## src/design/qou_pkg.sv

```systemverilog
// ----------------------------------------------------------------------------
// qou_pkg
// Shared types, constants and tables for the orientation quaternion unit.
// ----------------------------------------------------------------------------
`default_nettype none

package qou_pkg;

  localparam int QOU_CORDIC_STEPS_DEF = 24;
  localparam int IN_DATA_W  = 288;
  localparam int OUT_DATA_W = 128;

  localparam logic signed [31:0] ONE_Q30     = 32'sd1073741824;
  localparam logic signed [33:0] PI_Q30      = 34'sd3373259426;
  localparam logic signed [33:0] HALF_PI_Q30 = 34'sd1686629713;

  typedef enum logic [2:0] {
    REQ_LOAD = 3'd0,
    REQ_MUL  = 3'd1,
    REQ_ADD  = 3'd2,
    REQ_ROT  = 3'd3,
    REQ_NORM = 3'd4,
    REQ_AXIS = 3'd5
  } req_t;

  // multiplier operand sources
  typedef enum logic [4:0] {
    SRC_OW, SRC_OX, SRC_OY, SRC_OZ,
    SRC_QW, SRC_QX, SRC_QY, SRC_QZ,
    SRC_VX, SRC_VY, SRC_VZ, SRC_SC,
    SRC_SX, SRC_SY, SRC_SZ,
    SRC_UX, SRC_UY, SRC_UZ,
    SRC_CX, SRC_CY, SRC_SIN
  } src_t;

  localparam int SRC_N = 21;

  // multiply-accumulate jobs
  typedef enum logic [2:0] {
    JOB_QMUL, JOB_SVEC, JOB_QADD, JOB_QROT,
    JOB_SSQQ, JOB_SSQV, JOB_SSQC, JOB_AXIS
  } job_t;

  typedef struct packed {
    src_t a;
    src_t b;
    logic neg;
  } term_t;

  typedef struct packed {
    logic       cap;
    logic       mac_issue;
    logic       mac_first;
    job_t       job;
    logic [1:0] comp;
    logic [1:0] term;
    logic       fin;
    logic       zero_fill;
    logic       sq_start;
    logic       dv_start;
    logic       div_wr;
    logic       cord_init;
    logic       cord_step;
    logic [4:0] cord_idx;
    logic       w_from_cs;
    logic       commit;
  } ctl_cmd_t;

  typedef struct packed {
    logic s_zero;
    logic rd_done;
  } ctl_sts_t;

  function automatic src_t ori_src(input logic [1:0] k);
    src_t s;
    case (k)
      2'd0:    s = SRC_OW;
      2'd1:    s = SRC_OX;
      2'd2:    s = SRC_OY;
      default: s = SRC_OZ;
    endcase
    return s;
  endfunction

  function automatic src_t vec_src(input logic [1:0] k);
    src_t s;
    case (k)
      2'd0:    s = SRC_VX;
      2'd1:    s = SRC_VY;
      default: s = SRC_VZ;
    endcase
    return s;
  endfunction

  function automatic src_t unit_src(input logic [1:0] k);
    src_t s;
    case (k)
      2'd0:    s = SRC_UX;
      2'd1:    s = SRC_UY;
      default: s = SRC_UZ;
    endcase
    return s;
  endfunction

  function automatic term_t mk(input src_t a, input src_t b, input logic n);
    term_t t;
    t.a = a;
    t.b = b;
    t.neg = n;
    return t;
  endfunction

  function automatic term_t term_sel(input job_t job, input logic [1:0] comp,
                                     input logic [1:0] term);
    term_t t;
    t = mk(SRC_OW, SRC_OW, 1'b0);
    case (job)
      JOB_QMUL: begin
        case ({comp, term})
          4'h0: t = mk(SRC_OW, SRC_QW, 1'b0);
          4'h1: t = mk(SRC_OX, SRC_QX, 1'b1);
          4'h2: t = mk(SRC_OY, SRC_QY, 1'b1);
          4'h3: t = mk(SRC_OZ, SRC_QZ, 1'b1);
          4'h4: t = mk(SRC_OW, SRC_QX, 1'b0);
          4'h5: t = mk(SRC_OX, SRC_QW, 1'b0);
          4'h6: t = mk(SRC_OY, SRC_QZ, 1'b0);
          4'h7: t = mk(SRC_OZ, SRC_QY, 1'b1);
          4'h8: t = mk(SRC_OW, SRC_QY, 1'b0);
          4'h9: t = mk(SRC_OY, SRC_QW, 1'b0);
          4'ha: t = mk(SRC_OZ, SRC_QX, 1'b0);
          4'hb: t = mk(SRC_OX, SRC_QZ, 1'b1);
          4'hc: t = mk(SRC_OW, SRC_QZ, 1'b0);
          4'hd: t = mk(SRC_OZ, SRC_QW, 1'b0);
          4'he: t = mk(SRC_OX, SRC_QY, 1'b0);
          default: t = mk(SRC_OY, SRC_QX, 1'b1);
        endcase
      end
      JOB_SVEC: t = mk(vec_src(comp), SRC_SC, 1'b0);
      JOB_QADD: begin
        case ({comp, term})
          4'h0: t = mk(SRC_SX, SRC_OX, 1'b1);
          4'h1: t = mk(SRC_SY, SRC_OY, 1'b1);
          4'h2: t = mk(SRC_SZ, SRC_OZ, 1'b1);
          4'h4: t = mk(SRC_SX, SRC_OW, 1'b0);
          4'h5: t = mk(SRC_SY, SRC_OZ, 1'b0);
          4'h6: t = mk(SRC_SZ, SRC_OY, 1'b1);
          4'h8: t = mk(SRC_SY, SRC_OW, 1'b0);
          4'h9: t = mk(SRC_SZ, SRC_OX, 1'b0);
          4'ha: t = mk(SRC_SX, SRC_OZ, 1'b1);
          4'hc: t = mk(SRC_SZ, SRC_OW, 1'b0);
          4'hd: t = mk(SRC_SX, SRC_OY, 1'b0);
          default: t = mk(SRC_SY, SRC_OX, 1'b1);
        endcase
      end
      JOB_QROT: begin
        case ({comp, term})
          4'h0: t = mk(SRC_OX, SRC_VX, 1'b1);
          4'h1: t = mk(SRC_OY, SRC_VY, 1'b1);
          4'h2: t = mk(SRC_OZ, SRC_VZ, 1'b1);
          4'h4: t = mk(SRC_OW, SRC_VX, 1'b0);
          4'h5: t = mk(SRC_OY, SRC_VZ, 1'b0);
          4'h6: t = mk(SRC_OZ, SRC_VY, 1'b1);
          4'h8: t = mk(SRC_OW, SRC_VY, 1'b0);
          4'h9: t = mk(SRC_OZ, SRC_VX, 1'b0);
          4'ha: t = mk(SRC_OX, SRC_VZ, 1'b1);
          4'hc: t = mk(SRC_OW, SRC_VZ, 1'b0);
          4'hd: t = mk(SRC_OX, SRC_VY, 1'b0);
          default: t = mk(SRC_OY, SRC_VX, 1'b1);
        endcase
      end
      JOB_SSQQ: t = mk(ori_src(term), ori_src(term), 1'b0);
      JOB_SSQV: t = mk(vec_src(term), vec_src(term), 1'b0);
      JOB_SSQC: t = (term == 2'd0) ? mk(SRC_CX, SRC_CX, 1'b0) : mk(SRC_CY, SRC_CY, 1'b0);
      default:  t = mk(unit_src(2'(comp - 2'd1)), SRC_SIN, 1'b0);
    endcase
    return t;
  endfunction

  function automatic logic [2:0] job_nterms(input job_t job);
    logic [2:0] n;
    case (job)
      JOB_QMUL, JOB_SSQQ: n = 3'd4;
      JOB_QADD, JOB_QROT, JOB_SSQV: n = 3'd3;
      JOB_SSQC: n = 3'd2;
      default:  n = 3'd1;
    endcase
    return n;
  endfunction

  // arctangent of 2^-i in Q2.30
  function automatic logic [31:0] atan_q30(input logic [4:0] i);
    logic [31:0] a;
    case (i)
      5'd0:  a = 32'd843314857;
      5'd1:  a = 32'd497837829;
      5'd2:  a = 32'd263043837;
      5'd3:  a = 32'd133525159;
      5'd4:  a = 32'd67021687;
      5'd5:  a = 32'd33543516;
      5'd6:  a = 32'd16775851;
      5'd7:  a = 32'd8388437;
      5'd8:  a = 32'd4194283;
      5'd9:  a = 32'd2097149;
      5'd10: a = 32'd1048576;
      5'd11: a = 32'd524288;
      5'd12: a = 32'd262144;
      5'd13: a = 32'd131072;
      5'd14: a = 32'd65536;
      5'd15: a = 32'd32768;
      5'd16: a = 32'd16384;
      5'd17: a = 32'd8192;
      5'd18: a = 32'd4096;
      5'd19: a = 32'd2048;
      5'd20: a = 32'd1024;
      5'd21: a = 32'd512;
      5'd22: a = 32'd256;
      5'd23: a = 32'd128;
      5'd24: a = 32'd64;
      5'd25: a = 32'd32;
      5'd26: a = 32'd16;
      5'd27: a = 32'd8;
      5'd28: a = 32'd4;
      5'd29: a = 32'd2;
      5'd30: a = 32'd1;
      default: a = 32'd0;
    endcase
    return a;
  endfunction

  // saturate to 32 bits; top bit flags a clip
  function automatic logic [32:0] clip32(input logic signed [66:0] v);
    logic [32:0] r;
    if (v > 67'sd2147483647) begin
      r = {1'b1, 32'h7FFF_FFFF};
    end else if (v < -67'sd2147483648) begin
      r = {1'b1, 32'h8000_0000};
    end else begin
      r = {1'b0, v[31:0]};
    end
    return r;
  endfunction

endpackage

`default_nettype wire

```

## src/design/qou_ctrl.sv

```systemverilog
// ----------------------------------------------------------------------------
// qou_ctrl
// Controller: sequences multiply-accumulate jobs, root/divide passes and
// CORDIC rotations for each request, and owns both handshakes.
// ----------------------------------------------------------------------------
`default_nettype none

module qou_ctrl
  import qou_pkg::*;
#(
  parameter int CORDIC_STEPS = QOU_CORDIC_STEPS_DEF
) (
  input  wire logic       clk,
  input  wire logic       rst_n,
  input  wire logic       in_tvalid,
  output logic            in_tready,
  input  wire logic [2:0] in_tuser,
  output logic            out_tvalid,
  input  wire logic       out_tready,
  output ctl_cmd_t        cmd,
  input  wire ctl_sts_t   sts
);

  localparam int CIW = $clog2(CORDIC_STEPS);

  typedef enum logic [10:0] {
    S_IDLE  = 11'b000_0000_0001,
    S_MAC   = 11'b000_0000_0010,
    S_FIN   = 11'b000_0000_0100,
    S_ROOT  = 11'b000_0000_1000,
    S_SQRT  = 11'b000_0001_0000,
    S_DVS   = 11'b000_0010_0000,
    S_DVW   = 11'b000_0100_0000,
    S_CINIT = 11'b000_1000_0000,
    S_CORD  = 11'b001_0000_0000,
    S_WCS   = 11'b010_0000_0000,
    S_DONE  = 11'b100_0000_0000
  } state_t;

  state_t         state_r, state_nxt;
  job_t           job_r, job_nxt;
  logic [1:0]     comp_r, comp_nxt;
  logic [2:0]     term_r, term_nxt;
  logic [CIW-1:0] cnt_r, cnt_nxt;
  logic           out_valid_r, out_valid_nxt;
  logic [1:0]     div_last;
  state_t         after_unit;

  always_comb begin
    // where to go once a unit-length pass completes
    case (job_r)
      JOB_SSQQ: begin
        div_last   = 2'd3;
        after_unit = S_DONE;
      end
      JOB_SSQV: begin
        div_last   = 2'd2;
        after_unit = S_CINIT;
      end
      default: begin
        div_last   = 2'd1;
        after_unit = S_WCS;
      end
    endcase
  end

  always_comb begin
    state_nxt     = state_r;
    job_nxt       = job_r;
    comp_nxt      = comp_r;
    term_nxt      = term_r;
    cnt_nxt       = cnt_r;
    cmd           = '0;
    cmd.job       = job_r;
    cmd.comp      = comp_r;
    cmd.term      = term_r[1:0];
    cmd.cord_idx  = 5'(cnt_r);
    in_tready     = (state_r == S_IDLE);
    unique case (state_r)
      S_IDLE: begin
        if (in_tvalid) begin
          cmd.cap  = 1'b1;
          comp_nxt = '0;
          term_nxt = '0;
          state_nxt = S_MAC;
          unique case (in_tuser)
            REQ_MUL:  job_nxt = JOB_QMUL;
            REQ_ADD:  job_nxt = JOB_SVEC;
            REQ_ROT:  job_nxt = JOB_QROT;
            REQ_NORM: job_nxt = JOB_SSQQ;
            REQ_AXIS: job_nxt = JOB_SSQV;
            default:  state_nxt = S_DONE;
          endcase
        end
      end
      S_MAC: begin
        if (term_r != job_nterms(job_r)) begin
          cmd.mac_issue = 1'b1;
          cmd.mac_first = (term_r == 3'd0);
          term_nxt = term_r + 3'd1;
        end else begin
          // drain the product register
          term_nxt = '0;
          if (job_r == JOB_SSQQ || job_r == JOB_SSQV || job_r == JOB_SSQC) begin
            state_nxt = S_ROOT;
          end else begin
            state_nxt = S_FIN;
          end
        end
      end
      S_FIN: begin
        cmd.fin = 1'b1;
        if (job_r == JOB_SVEC && comp_r == 2'd2) begin
          job_nxt   = JOB_QADD;
          comp_nxt  = '0;
          state_nxt = S_MAC;
        end else if (comp_r == 2'd3) begin
          state_nxt = S_DONE;
        end else begin
          comp_nxt  = comp_r + 2'd1;
          state_nxt = S_MAC;
        end
      end
      S_ROOT: begin
        if (sts.s_zero) begin
          cmd.zero_fill = 1'b1;
          state_nxt = after_unit;
        end else begin
          cmd.sq_start = 1'b1;
          state_nxt = S_SQRT;
        end
      end
      S_SQRT: begin
        if (sts.rd_done) begin
          comp_nxt  = '0;
          state_nxt = S_DVS;
        end
      end
      S_DVS: begin
        cmd.dv_start = 1'b1;
        state_nxt = S_DVW;
      end
      S_DVW: begin
        if (sts.rd_done) begin
          cmd.div_wr = 1'b1;
          if (comp_r == div_last) begin
            state_nxt = after_unit;
          end else begin
            comp_nxt  = comp_r + 2'd1;
            state_nxt = S_DVS;
          end
        end
      end
      S_CINIT: begin
        cmd.cord_init = 1'b1;
        cnt_nxt   = '0;
        state_nxt = S_CORD;
      end
      S_CORD: begin
        cmd.cord_step = 1'b1;
        if (cnt_r == CIW'(CORDIC_STEPS - 1)) begin
          job_nxt   = JOB_SSQC;
          term_nxt  = '0;
          comp_nxt  = '0;
          state_nxt = S_MAC;
        end else begin
          cnt_nxt = cnt_r + CIW'(1);
        end
      end
      S_WCS: begin
        cmd.w_from_cs = 1'b1;
        job_nxt   = JOB_AXIS;
        comp_nxt  = 2'd1;
        term_nxt  = '0;
        state_nxt = S_MAC;
      end
      S_DONE: begin
        if (!out_valid_r || out_tready) begin
          cmd.commit = 1'b1;
          state_nxt  = S_IDLE;
        end
      end
      default: state_nxt = S_IDLE;
    endcase
    if (cmd.commit) begin
      out_valid_nxt = 1'b1;
    end else if (out_tready) begin
      out_valid_nxt = 1'b0;
    end else begin
      out_valid_nxt = out_valid_r;
    end
  end

  always_ff @(posedge clk) begin
    if (!rst_n) begin
      state_r     <= S_IDLE;
      out_valid_r <= 1'b0;
      job_r       <= JOB_QMUL;
      comp_r      <= '0;
      term_r      <= '0;
      cnt_r       <= '0;
    end else begin
      state_r     <= state_nxt;
      out_valid_r <= out_valid_nxt;
      job_r       <= job_nxt;
      comp_r      <= comp_nxt;
      term_r      <= term_nxt;
      cnt_r       <= cnt_nxt;
    end
  end

  assign out_tvalid = out_valid_r;

endmodule

`default_nettype wire

```

## config.mk

```make
export PLATFORM = sky130hd
export DESIGN_NAME = qou_ctrl
export DESIGN_NICKNAME = d
export VERILOG_FILES = /design/src/design/qou_pkg.sv /design/src/design/qou_ctrl.sv
export SDC_FILE = /design/constraint.sdc
export NUM_CORES = 1
export LEC_CHECK = 0
export ABC_AREA = 1
export BUFFER_PORTS_ARGS = -buffer_cell sky130_fd_sc_hd__buf_2
export CAP_MARGIN = 10
export CORE_MARGIN = 3
export CORE_UTILIZATION = 35
export DETAILED_ROUTE_END_ITERATION = 8
export PLACE_DENSITY = 0.56
export SETUP_SLACK_MARGIN = 0.05
export SKIP_CTS_REPAIR_TIMING = 1
export SYNTH_ARGS = -nofsm -noshare
export SYNTH_HDL_FRONTEND = slang
export SYNTH_SLANG_ARGS = --single-unit
```

## constraint.sdc

```tcl
create_clock -name clk -period 2.3 [get_ports clk]
set_clock_uncertainty 0.2 [all_clocks]
set_input_delay 0.575 -clock clk [delete_from_list [all_inputs] [get_ports clk]]
set_output_delay 0.575 -clock clk [all_outputs]
set_load 0.01 [all_outputs]
```

; Word-level counts from Yosys, hierarchy flattened
; Cells that the tools add are included.
[totals]
ff_bits = 25
latch_bits = 0
mem_bits_rw = 0
rom_bits = 0
in_bits = 9
output_inout_bits = 26
wordCells = 121
n_memories = 0
[classes]
n_addsub = 3
multipliers = 0
n_div = 0
magnitude_cmp = 0
eq_ne = 38
shift = 0
mux = 54
bitwise_logic = 0
n_reduce_logical = 20
[ops]
columns = cell, count
row1 = $mux 11, 11
row2 = $pmux 11 s11, 1
row3 = $pmux 3 s4, 2
row4 = $pmux 11 s2, 1
row5 = $mux 3, 7
row6 = $mux 2, 10
row7 = $ne 2x2->1 const B, 9
row8 = $eq 3x3->1 const B, 5
row9 = $mux 1, 15
row10 = $pmux 3 s5, 1
row11 = $eq 3x2->1 const B, 4
row12 = $pmux 2 s6, 1
row13 = $eq 11x1->1 const B, 1
row14 = $eq 11x10->1 const B, 1
row15 = $eq 11x11->1 const B, 1
row16 = $eq 11x2->1 const B, 1
row17 = $eq 11x3->1 const B, 1
row18 = $eq 11x4->1 const B, 1
row19 = $eq 11x5->1 const B, 1
row20 = $eq 11x6->1 const B, 1
row21 = $eq 11x7->1 const B, 1
row22 = $eq 11x8->1 const B, 1
row23 = $eq 11x9->1 const B, 1
row24 = $pmux 5 s2, 1
row25 = 29 further kinds, 36

; Longest topological paths before layout
; Gate-level depths: netlist (run 1).
[logic_depth]
word_depth = 7
depth_mapped = 13
mapped_depth_nobuf = 13

; Worst setup path before layout (run 1)
; OpenSTA, ideal clock, no wires.
[synth_timing]
kind = reg2out
from = reg state_r[4]
to = out cmd[21] (netlist bit)
t_arrival_ns = 1.160
required_ns = 1.525
path_slack_ns = 0.365
path_stages_with_launch = 8
n_path_buf = 0
cell_sequence = dfxtp_1 -> nor2_2 -> nand2_4 -> nor2_4 -> nand2_1 -> clkinv_1 -> nand2_4 -> nor2_1
[synth_lines]
columns = item, line_no
row1 = from (decl), qou_ctrl.sv:40  ; state_t state_r, state_nxt;
row2 = from (signal assigned), qou_ctrl.sv:203  ; state_r <= state_nxt;
row3 = to (decl), qou_ctrl.sv:20  ; output ctl_cmd_t cmd,

==> results.md, run 1 <==
* Initial core utilization at 37.8%
* Die area at 0.00626 mm^2
* Sum of buffers and inverters on the critical path at 2
* Placed Cells at 388
* GRT Total Usage at 15.1%
* Count of input and output buffers at 34
* Share of cells above drive strength 1 at 34.3%
* Core ar. at 0.00494 mm^2
* Setup TNS at 0 ps
* Post-Route WL at 4720 um
* First-pass GRT wire length at 7560 um
* Setup Crit Path Kind: reg2out
* Grt ovf at 0
* Syn-to-layout area delta at 25.5%
* Final HPWL DP at 3660 um
* WL per Instance at 11.7 um
* Leak at 1.23 nW
* Fin. max-slew vios at 0
* Worst-margin pin slew at 312 ps
* Worst-path clk slew at 100 ps
* Tcrit/Tclk final at 97.7%
* Ys flop type: dfxtp_1
* CTS tree: built
* Worst-Skew Late Latency at 280 ps
* Internal power at 0.00132 W
* Vias at 1862
* WHS at 299 ps
* Final hold vios at 0
* Min setup slack post-route at 53.3 ps
* Initial antenna violation count at 0
* H-tree Lvls at 1
* Sink Count at 25
* Final setup viols at 0
* Power per cell area at 1120 mW/mm^2
* Vias per cell at 4.63
* Post-Place Worst Slack at 219 ps
* Switch share at 49.9%
* Post-layout min period at 2250 ps
* Largest net degree at the start of global routing at 16
* Async SR Flop Fraction at 0%
* Unique masters post-synth at 34
* Number of synthesized register bits at 25
* Avg Cell Area, Syn at 6.45 um^2
* Max clock buf depth at 2
* Critical Path Fanout Max at 6
* First drt pass iteration count at 5
* Drt first-iter violations at 71
* Clock share of power at 10.6%
* Combinational power share at 65.7%
* Vias in the first global route at 1647
* Switching power at 0.00131 W
* Critical Path RT at 1520 ps
* Cell count after synthesis at 290
* # rows at 25
* Routed Antenna Nets at 0
* Layout filler cell count at 541
* Worst path cell trace: nor2_4, nand2_4, nor2_4, buf_4, nand2_4, nor2_2, buf_2
* CP max stage cell: dfxtp_1
* Clock Root Buffer: clkbuf_8
* Type of element launching the critical path: register
* Yosys warns at 0
* Critical Path AT at 1470 ps
* RSZ-0062 raised after global routing: yes
* CP top delay family: simple AND/OR/NAND/NOR gates
* Die span in y at 79.1 um
* Number of remaining DRC errors at 0
* Max_cap viols at 0
* Part of the power in registers at 23.7%
* Post-synth EDFFs at 0
* Post-synthesis sequential area ratio at 26.8%
* Num CTS Buffers at 3
* Placer congestion estimate at 0.774
* Maximum clock frequency at 445 MHz
* Antenna Cells at 0
* Syn Nets at 308
* Die X at 79.1 um
* Synthesized area at 0.00187 mm^2
* Layout Cells excl Fill at 402
* Worst VDD drop at 0.658 mV
* Slew margin rel. at 79.1%
* Outcome: finished, final reports clean
* Final nets at 354
* Slowest cell delay on critical path at 350 ps
* Worst Hold Class: reg2reg
* IO Pins at 35
* Setup crit end kind: output pin
==> worst min-delay path, stage by stage, from the launching register on <==
cell	delay, ps
dfxtp_2	350
nand2_1	60
a21oi_1	50
==> kinds of logic (layout without fill, tap and decap cells) <==
| logic type | after synthesis | count (layout) | synth area share (%) |
|---|---|---|---|
| xor gates and xnor gates | 3 | 3 | 1.40 |
| DFF | 25 | 25 | 26.8 |
| buffers and inverters | 54 | 99 | 11.4 |
| adders and majority gates | 9 | 9 | 6.02 |
| AOI/OAI and AO/OA | 32 | 32 | 9.57 |
| and+or+nand+nor | 167 | 167 | 44.8 |
==> power groups by stage <==
stage | clock (W) | sequential (W) | combinational [W]
3_3_place_gp | 0 | 0.000611 | 0.00152
2_1_floorplan | 0 | 0.000605 | 0.00119
3_5_place_dp | 0 | 0.000613 | 0.00150
5_1_grt | 0.000307 | 0.000635 | 0.00195
6_report | 0.000280 | 0.000624 | 0.00173
4_1_cts | 0.000292 | 0.000603 | 0.00150
==> sequential cells by signal (all words and copies together), names as in the netlist <==
name / cells
cnt_r: 5
comp_r: 2
job_r: 3
out_tvalid: 1
state_r: 11
term_r: 3
==> placed cells by master, fill, tap and decap left out, drive strengths merged, types with 2 or more instances in the layout <==
master and count:
inv 48, nor2 53, nand3 22, nand4 3
and3 2, nand2 76, nor3 8, o21ai 12
dfxtp 25, ha 9, clkinv 2, a21oi 15
xor2 2, o21bai 2, clkbuf 3, buf 45
==> cells in the mapped netlist, types with 2 or more instances <==
cell type	n	area [um^2]
nor3_1	6	30.0
nor2_4	7	78.8
dfxtp_1	25	500
and3_1	2	12.5
nand2_1	66	248
ha_1	9	113
clkinv_1	3	11.3
xor2_1	2	17.5
o21ai_1	4	20.0
o21ai_0	7	35.0
nand2_4	4	45.0
inv_2	9	33.8
nand2_2	6	37.5
nor3_2	2	20.0
nand3_2	2	20.0
inv_1	38	143
nor2_1	39	146
nand4_1	3	18.8
nor2_2	6	37.5
a21oi_1	15	75.1
buf_4	3	22.5
nand3_1	20	100
==> final timing paths <==
kind / start / end / slack (ps) / cells after the start
max: state_r[7] / cmd[23] / 50 / 7
min: term_r[0] / term_r[0] / 300 / 2
max reg2reg: cnt_r[1] / state_r[1] / 350 / 11
min reg2reg: term_r[0] / term_r[0] / 300 / 2
==> through the flow <==
step | total power, W | util [%] | instance area (um^2)
after global routing | 0.00289 | 47.5 | 2350
final | 0.00263 | 47.5 | 2350
after CTS | 0.00240 | 43.6 | 2150
after global placement | 0.00213 | 42.6 | 2110
after detailed placement | 0.00211 | 42.6 | 2110
after floorplan | 0.00180 | - | 1870
==> routing by layer <==
metal  GRT usage [%]  part of all wire [%]  up-vias
met5               0                     0        -
met4            2.58                  0.51        0
met3            2.83                   4.4        2
met2            25.8                    49       39
met1            20.1                    46      827
li1                -                     -      994
==> layout make-up <==
cell class	count	area [um^2]	share of cell area [%]
Multi-Input combinational cell	211	1230	52.4
Clock buffer	3	41.3	1.76
Clock inverter	1	7.51	0.320
Tap cell	67	83.8	3.57
Timing Repair Buffer	45	275	11.7
Sequential cell	25	522	22.2
Inverter	50	188	8.00
Note: power is estimated with default switching activity, not from simulation.
==> run 2, diff against run 1 <==
--- a/config.mk
+++ b/config.mk
@@ -5,13 +5,13 @@
 export SDC_FILE = /design/constraint.sdc
 export NUM_CORES = 1
 export LEC_CHECK = 0
-export ABC_AREA = 1
+export ABC_AREA = 0
 export BUFFER_PORTS_ARGS = -buffer_cell sky130_fd_sc_hd__buf_2
 export CAP_MARGIN = 10
 export CORE_MARGIN = 3
 export CORE_UTILIZATION = 35
 export DETAILED_ROUTE_END_ITERATION = 8
-export PLACE_DENSITY = 0.56
+export PLACE_DENSITY = 0.55
 export SETUP_SLACK_MARGIN = 0.05
 export SKIP_CTS_REPAIR_TIMING = 1
 export SYNTH_ARGS = -nofsm -noshare
==> run 2 against run 1 <==
The run now ends with negative setup slack left. Die area up 1.2%. Final cell count down 3.5%. Worst setup slack worse by 340 ps. Synthesized cell count down 21%. Fmax down 13%. Design area up 27%. Largest power group unchanged.
==> results.md, run 2 <==
* Outcome: finished, violations left
* Violated checks: negative setup slack
* Slew margin rel. at 62.2%
* Syn-to-layout area delta at 57.8%
* Unique masters post-synth at 59
* Max FFs per register at 11
* Synth area leader: dfxtp_1
* Fin. max-slew vios at 0
* Async SR Flop Fraction at 0%
* Placement Cell Area at 0.00247 mm^2
* Critical Path Fanout Max at 3
* Die span in y at 79.6 um
* Post-layout min period at 2580 ps
* Final nets at 337
* Part of the power in registers at 26.1%
* Initial antenna violation count at 0
* Top-area cell type share of the netlist area at 26.4%
* CTS tree: built
* Power per cell area at 676 mW/mm^2
* Critical Path RT at 1520 ps
* Die area at 0.00633 mm^2
* Die X at 79.6 um
* Final HPWL DP at 4310 um
* Synthesized area at 0.00189 mm^2
* Vias in the first global route at 1793
* Number of remaining DRC errors at 0
* Grt ovf at 0
* Tcrit/Tclk final at 112%
* Final setup viols at 22
* Min setup slack post-route at -284 ps
* Largest net degree at the start of global routing at 15
* Number of synthesized register bits at 25
* Setup Crit Path Kind: reg2out
* Worst-Skew Late Latency at 280 ps
* Worst-path clk slew at 100 ps
* Final hold vios at 0
* R2R cell count at 9
* Slowest cell delay on critical path at 350 ps
* Combinational power share at 60.0%
* CP max stage cell: dfxtp_2
* Reg with most FFs: state_r
* Sink Count at 25
* First drt pass iteration count at 4
* Initial core utilization at 36.6%
* Count of input and output buffers at 34
* Drt first-iter violations at 84
* Worst Hold Class: reg2reg
* Critical Path AT at 1810 ps
* Switch share at 39.9%
* Post-route cell area at 0.00299 mm^2
* Setup TNS at -3130 ps
* Area contributors post-synth: dfxtp_1, ha_1, nor2_1
* Core ar. at 0.00517 mm^2
* Cell count after synthesis at 229
* Max_cap viols at 0
* Clock share of power at 13.9%
* Max clock buf depth at 2
* Ys flop type: dfxtp_1
* Layout Cells excl Fill at 388
* Leak at 1.31 nW
* Placed Cells at 370
* Worst path cell trace: buf_6, nor4_4, and4_1, o311a_4, and3b_1, buf_2
* H-tree Lvls at 1
* Post-synth EDFFs at 0
* Maximum clock frequency at 387 MHz
* Reg2reg start: state_r[4]
* Core Util, Final at 57.8%
* Syn Nets at 247
* Type of element launching the critical path: register
* RR Endpoint: job_r[0]
* RSZ-0062 raised after global routing: yes
* Biggest regs: state_r (11), cnt_r (5)
* Hold depth at 2
* IO Pins at 35
* WHS Endpoint: term_r[0]
* Routed Antenna Nets at 0
* Worst VDD drop at 0.420 mV
* R2r setup slk at -150 ps
* Most frequent cells in the layout: buf_4, buf_2, nor2_1, dfxtp_1, buf_6
* Most common cell in the netlist: nor2_1
* Switching power at 0.000806 W
* Post-synthesis sequential area ratio at 26.4%
* Internal power at 0.00121 W
* Avg Cell Area, Syn at 8.27 um^2
* WHS at 321 ps
* Antenna Cells at 0
* Placer congestion estimate at 0.840
* HP Start: term_r[0]
* GRT Total Usage at 17.0%
* WL per Instance at 15.1 um
* Post-Route WL at 5850 um
* Setup crit end kind: output pin
* Num CTS Buffers at 3
* Yosys warns at 0
* Vias at 2006
* Worst-margin pin slew at 560 ps
* Clock Root Buffer: clkbuf_8
* Vias per cell at 5.17
* Share of cells above drive strength 1 at 50.6%
* Commonest cells in the netlist: nor2_1, dfxtp_1, a21oi_1, nand2_1, inv_1
* # rows at 26
* Most common cell after layout, fill and taps aside: buf_4
* First-pass GRT wire length at 8440 um
## run 2: cell count changes after synthesis, sizes merged, moves of 5 or more
cell	delta
buf	+10
nor4b	+7
nand2	-63
o21ai	-6
inv	-35
nor2b	+5
nor2	-25
nand3	-13
## run 2: worst max-delay path by stage
| stage | end | cells past startpoint | slack, ps | from |
|---|---|---|---|---|
| global placement | cmd[1] | 5 | -20 | state_r[4] |
| detailed placement | job_r[0] | 7 | -130 | state_r[7] |
| floorplan | cmd[12] | 5 | 40 | state_r[4] |
| CTS | cmd[1] | 5 | -370 | state_r[4] |
| finish | cmd[21] | 6 | -280 | state_r[4] |
| global route | cmd[9] | 7 | -360 | state_r[2] |
## run 2: critical path, delay by kind of cell (launching register included)
kind                   cells  cell delay [ps]
AND/OR/NAND/NOR            3              750
buffers and inverters      2              240
AO/OA/AOI/OAI              1              200
flip-flops                 1              350
## run 2: per-stage QoR
step,total power [W],worst slack [ps]
floorplan,0.00111,37.7
global route,0.00212,-363
CTS,0.00172,-366
global placement,0.00144,-16.2
finish,0.00202,-284
detailed placement,0.00144,-130
## run 2: metal layers
| metal | GRT usage (%) | part of all wire (%) |
|---|---|---|
| met5 | 0 | 0 |
| met2 | 27.7 | 46 |
| met3 | 2.37 | 4.5 |
| met1 | 22.4 | 47 |
| met4 | 6.70 | 2.3 |
## run 2: cell type report
class,count,area (um^2)
clock buffers,3,41.3
clock inverters,1,5.00
fillers,435,2180
inverters,12,45.0
multi-input cells,176,1540
flip-flops and latches,25,510
well taps,70,87.6
repair buffers,101,759
## run 2: cells by family after synthesis
| group | Yosys count | share of synthesized area (%) |
|---|---|---|
| flip-flops | 25 | 26.4 |
| multiplexers | 2 | 1.06 |
| AND/OR/NAND/NOR | 113 | 38.6 |
| adder cells (fa/ha/maj) | 9 | 5.94 |
| XOR/XNOR | 8 | 3.70 |
| AO/OA/AOI/OAI | 44 | 16.6 |
| buffers and inverters | 28 | 7.60 |
## run 2: power by group through the flow
stage	sequential [W]	clock (W)	combinational, W
2_1_floorplan	0.000523	0	0.000584
3_3_place_gp	0.000521	0	0.000920
3_5_place_dp	0.000521	0	0.000918
4_1_cts	0.000511	0.000284	0.000926
5_1_grt	0.000537	0.000300	0.00129
6_report	0.000527	0.000281	0.00121
==> run 3, diff against run 2 <==
--- a/config.mk
+++ b/config.mk
@@ -8,9 +8,9 @@
 export ABC_AREA = 0
 export BUFFER_PORTS_ARGS = -buffer_cell sky130_fd_sc_hd__buf_2
 export CAP_MARGIN = 10
-export CORE_MARGIN = 3
 export CORE_UTILIZATION = 35
 export DETAILED_ROUTE_END_ITERATION = 8
+export HOLD_SLACK_MARGIN = 0.06
 export PLACE_DENSITY = 0.55
 export SETUP_SLACK_MARGIN = 0.05
 export SKIP_CTS_REPAIR_TIMING = 1
==> run 3 against run 2 <==
The flow still finishes with violations (negative setup slack). Routed wire length is 2.8% lower. Global-route usage is 3.1 points higher. Sequential share of layout area is 1.1 points higher. Worst setup slack better by 7.0 ps. Clock-buffer cell count is 1 higher. Worst hold slack better by 7.5 ps. Critical path depth stayed put. Largest cell class unchanged. Core utilization is 2.4 points lower. Combinational power is 3% lower.
==> results.md, run 3 (same netlist as run 2, synthesis figures left out) <==
* Outcome: finished, violations left
* Violated checks: negative setup slack
* Setup crit end kind: output pin
* Routed Antenna Nets at 0
* Drt first-iter violations at 92
* Most frequent cells in the layout: buf_4, buf_2, nor2_1, dfxtp_1
* Worst setup path startpoint: state_r[7]
* HP Start: cnt_r[4]
* Hold depth at 2
* RR Endpoint: state_r[5]
* Die X at 75.6 um
* Setup TNS at -2390 ps
* WL per Instance at 14.9 um
* Maximum clock frequency at 388 MHz
* Worst-path clk slew at 90 ps
* Share of cells above drive strength 1 at 49.0%
* Initial core utilization at 36.6%
* Vias at 2018
* Final setup viols at 17
* Max_cap viols at 0
* WHS Endpoint: cnt_r[4]
* Num CTS Buffers at 3
* Count of input and output buffers at 34
* Clock Root Buffer: clkbuf_8
* Worst Hold Class: reg2reg
* First-pass GRT wire length at 8550 um
* Min setup slack post-route at -277 ps
* R2r setup slk at -80 ps
* Power per cell area at 694 mW/mm^2
* Worst-Skew Late Latency at 280 ps
* Worst VDD drop at 0.388 mV
* Reg with most FFs: state_r
* CTS tree: built
* Initial antenna violation count at 0
* Post-route cell area at 0.00287 mm^2
* Switch share at 39.5%
* Vias in the first global route at 1765
* Die span in y at 75.6 um
* R2R cell count at 8
* Final hold vios at 0
* Fin. max-slew vios at 0
* Critical Path RT at 1520 ps
* Critical Path Fanout Max at 6
* Placement Cell Area at 0.00244 mm^2
* Layout filler cell count at 481
* Slew margin rel. at 65.5%
* Combinational power share at 59.0%
* Internal power at 0.00120 W
* GRT Total Usage at 20.0%
* Core ar. at 0.00517 mm^2
* Number of remaining DRC errors at 0
* Worst-margin pin slew at 518 ps
* Final nets at 331
* Leak at 1.28 nW
* Final HPWL DP at 4210 um
* Critical Path AT at 1800 ps
* Tcrit/Tclk final at 112%
* Placer congestion estimate at 0.923
* First drt pass iteration count at 4
* Post-layout min period at 2580 ps
* Largest net degree at the start of global routing at 14
* Max FFs per register at 11
* Die area at 0.00571 mm^2
* Syn-to-layout area delta at 51.3%
* Post-Place Worst Slack at -50.3 ps
* Max clock buf depth at 2
* Type of element launching the critical path: register
* Antenna Cells at 0
* Total power at 0.00199 W
* Part of the power in registers at 27.1%
* Setup Crit Path Kind: reg2out
* Vias per cell at 5.28
* RSZ-0062 raised after global routing: yes
* Biggest regs: state_r (11), cnt_r (5)
* Post-Route WL at 5690 um
* Clock share of power at 13.9%
* Switching power at 0.000786 W
* IO Pins at 35
* Reg2reg start: job_r[1]
* H-tree Lvls at 1
* WHS at 328 ps
* Grt ovf at 0
* Sink Count at 25
* # rows at 26
* Most common cell after layout, fill and taps aside: buf_4
==> run 3: final cells by class <==
| cell class | count | area (um^2) | area share (%) |
|---|---|---|---|
| Clock buffer | 4 | 45.0 | 1.57 |
| Inverter | 12 | 45.0 | 1.57 |
| Multi-Input combinational cell | 176 | 1480 | 51.8 |
| Sequential cell | 25 | 520 | 18.2 |
| Tap cell | 70 | 87.6 | 3.06 |
| Timing Repair Buffer | 95 | 684 | 23.9 |
==> run 3: worst max-delay path by stage <==
| stage | cells after the start | end |
|---|---|---|
| 3_5_place_dp | 6 | comp_r[0] |
| 2_1_floorplan | 5 | cmd[12] |
| 6_report | 6 | cmd[1] |
| 5_1_grt | 6 | cmd[1] |
| 3_3_place_gp | 5 | state_r[7] |
| 4_1_cts | 6 | cmd[1] |
==> run 3: worst max-delay path, stage by stage (launching register included) <==
cell and delay [ps]:
dfxtp_1 320, or4_1 550, buf_6 170, nor2_4 100
nand4bb_1 170, inv_1 80, buf_2 120
==> run 3: through the flow <==
stage,cells,util (%)
after detailed placement,366,47.2
final,382,55.4
after global routing,382,55.4
after global placement,366,47.2
after CTS,370,48.1
after floorplan,229,-
==> run 3: metal layers <==
metal,vias to the layer above,global-route usage (%),wire length (um)
met5,-,0,0
met4,0,5.56,70
met3,6,1.59,222
met2,48,32.8,2740
met1,965,28.3,2660
li1,999,-,-
==> run 3: power groups by stage <==
stage               logic, W  registers, W  clock network [W]
floorplan           0.000584      0.000523                  0
global placement    0.000900      0.000531                  0
detailed placement  0.000898      0.000534                  0
CTS                 0.000907      0.000524           0.000282
global route         0.00127      0.000547           0.000301
finish               0.00117      0.000540           0.000276
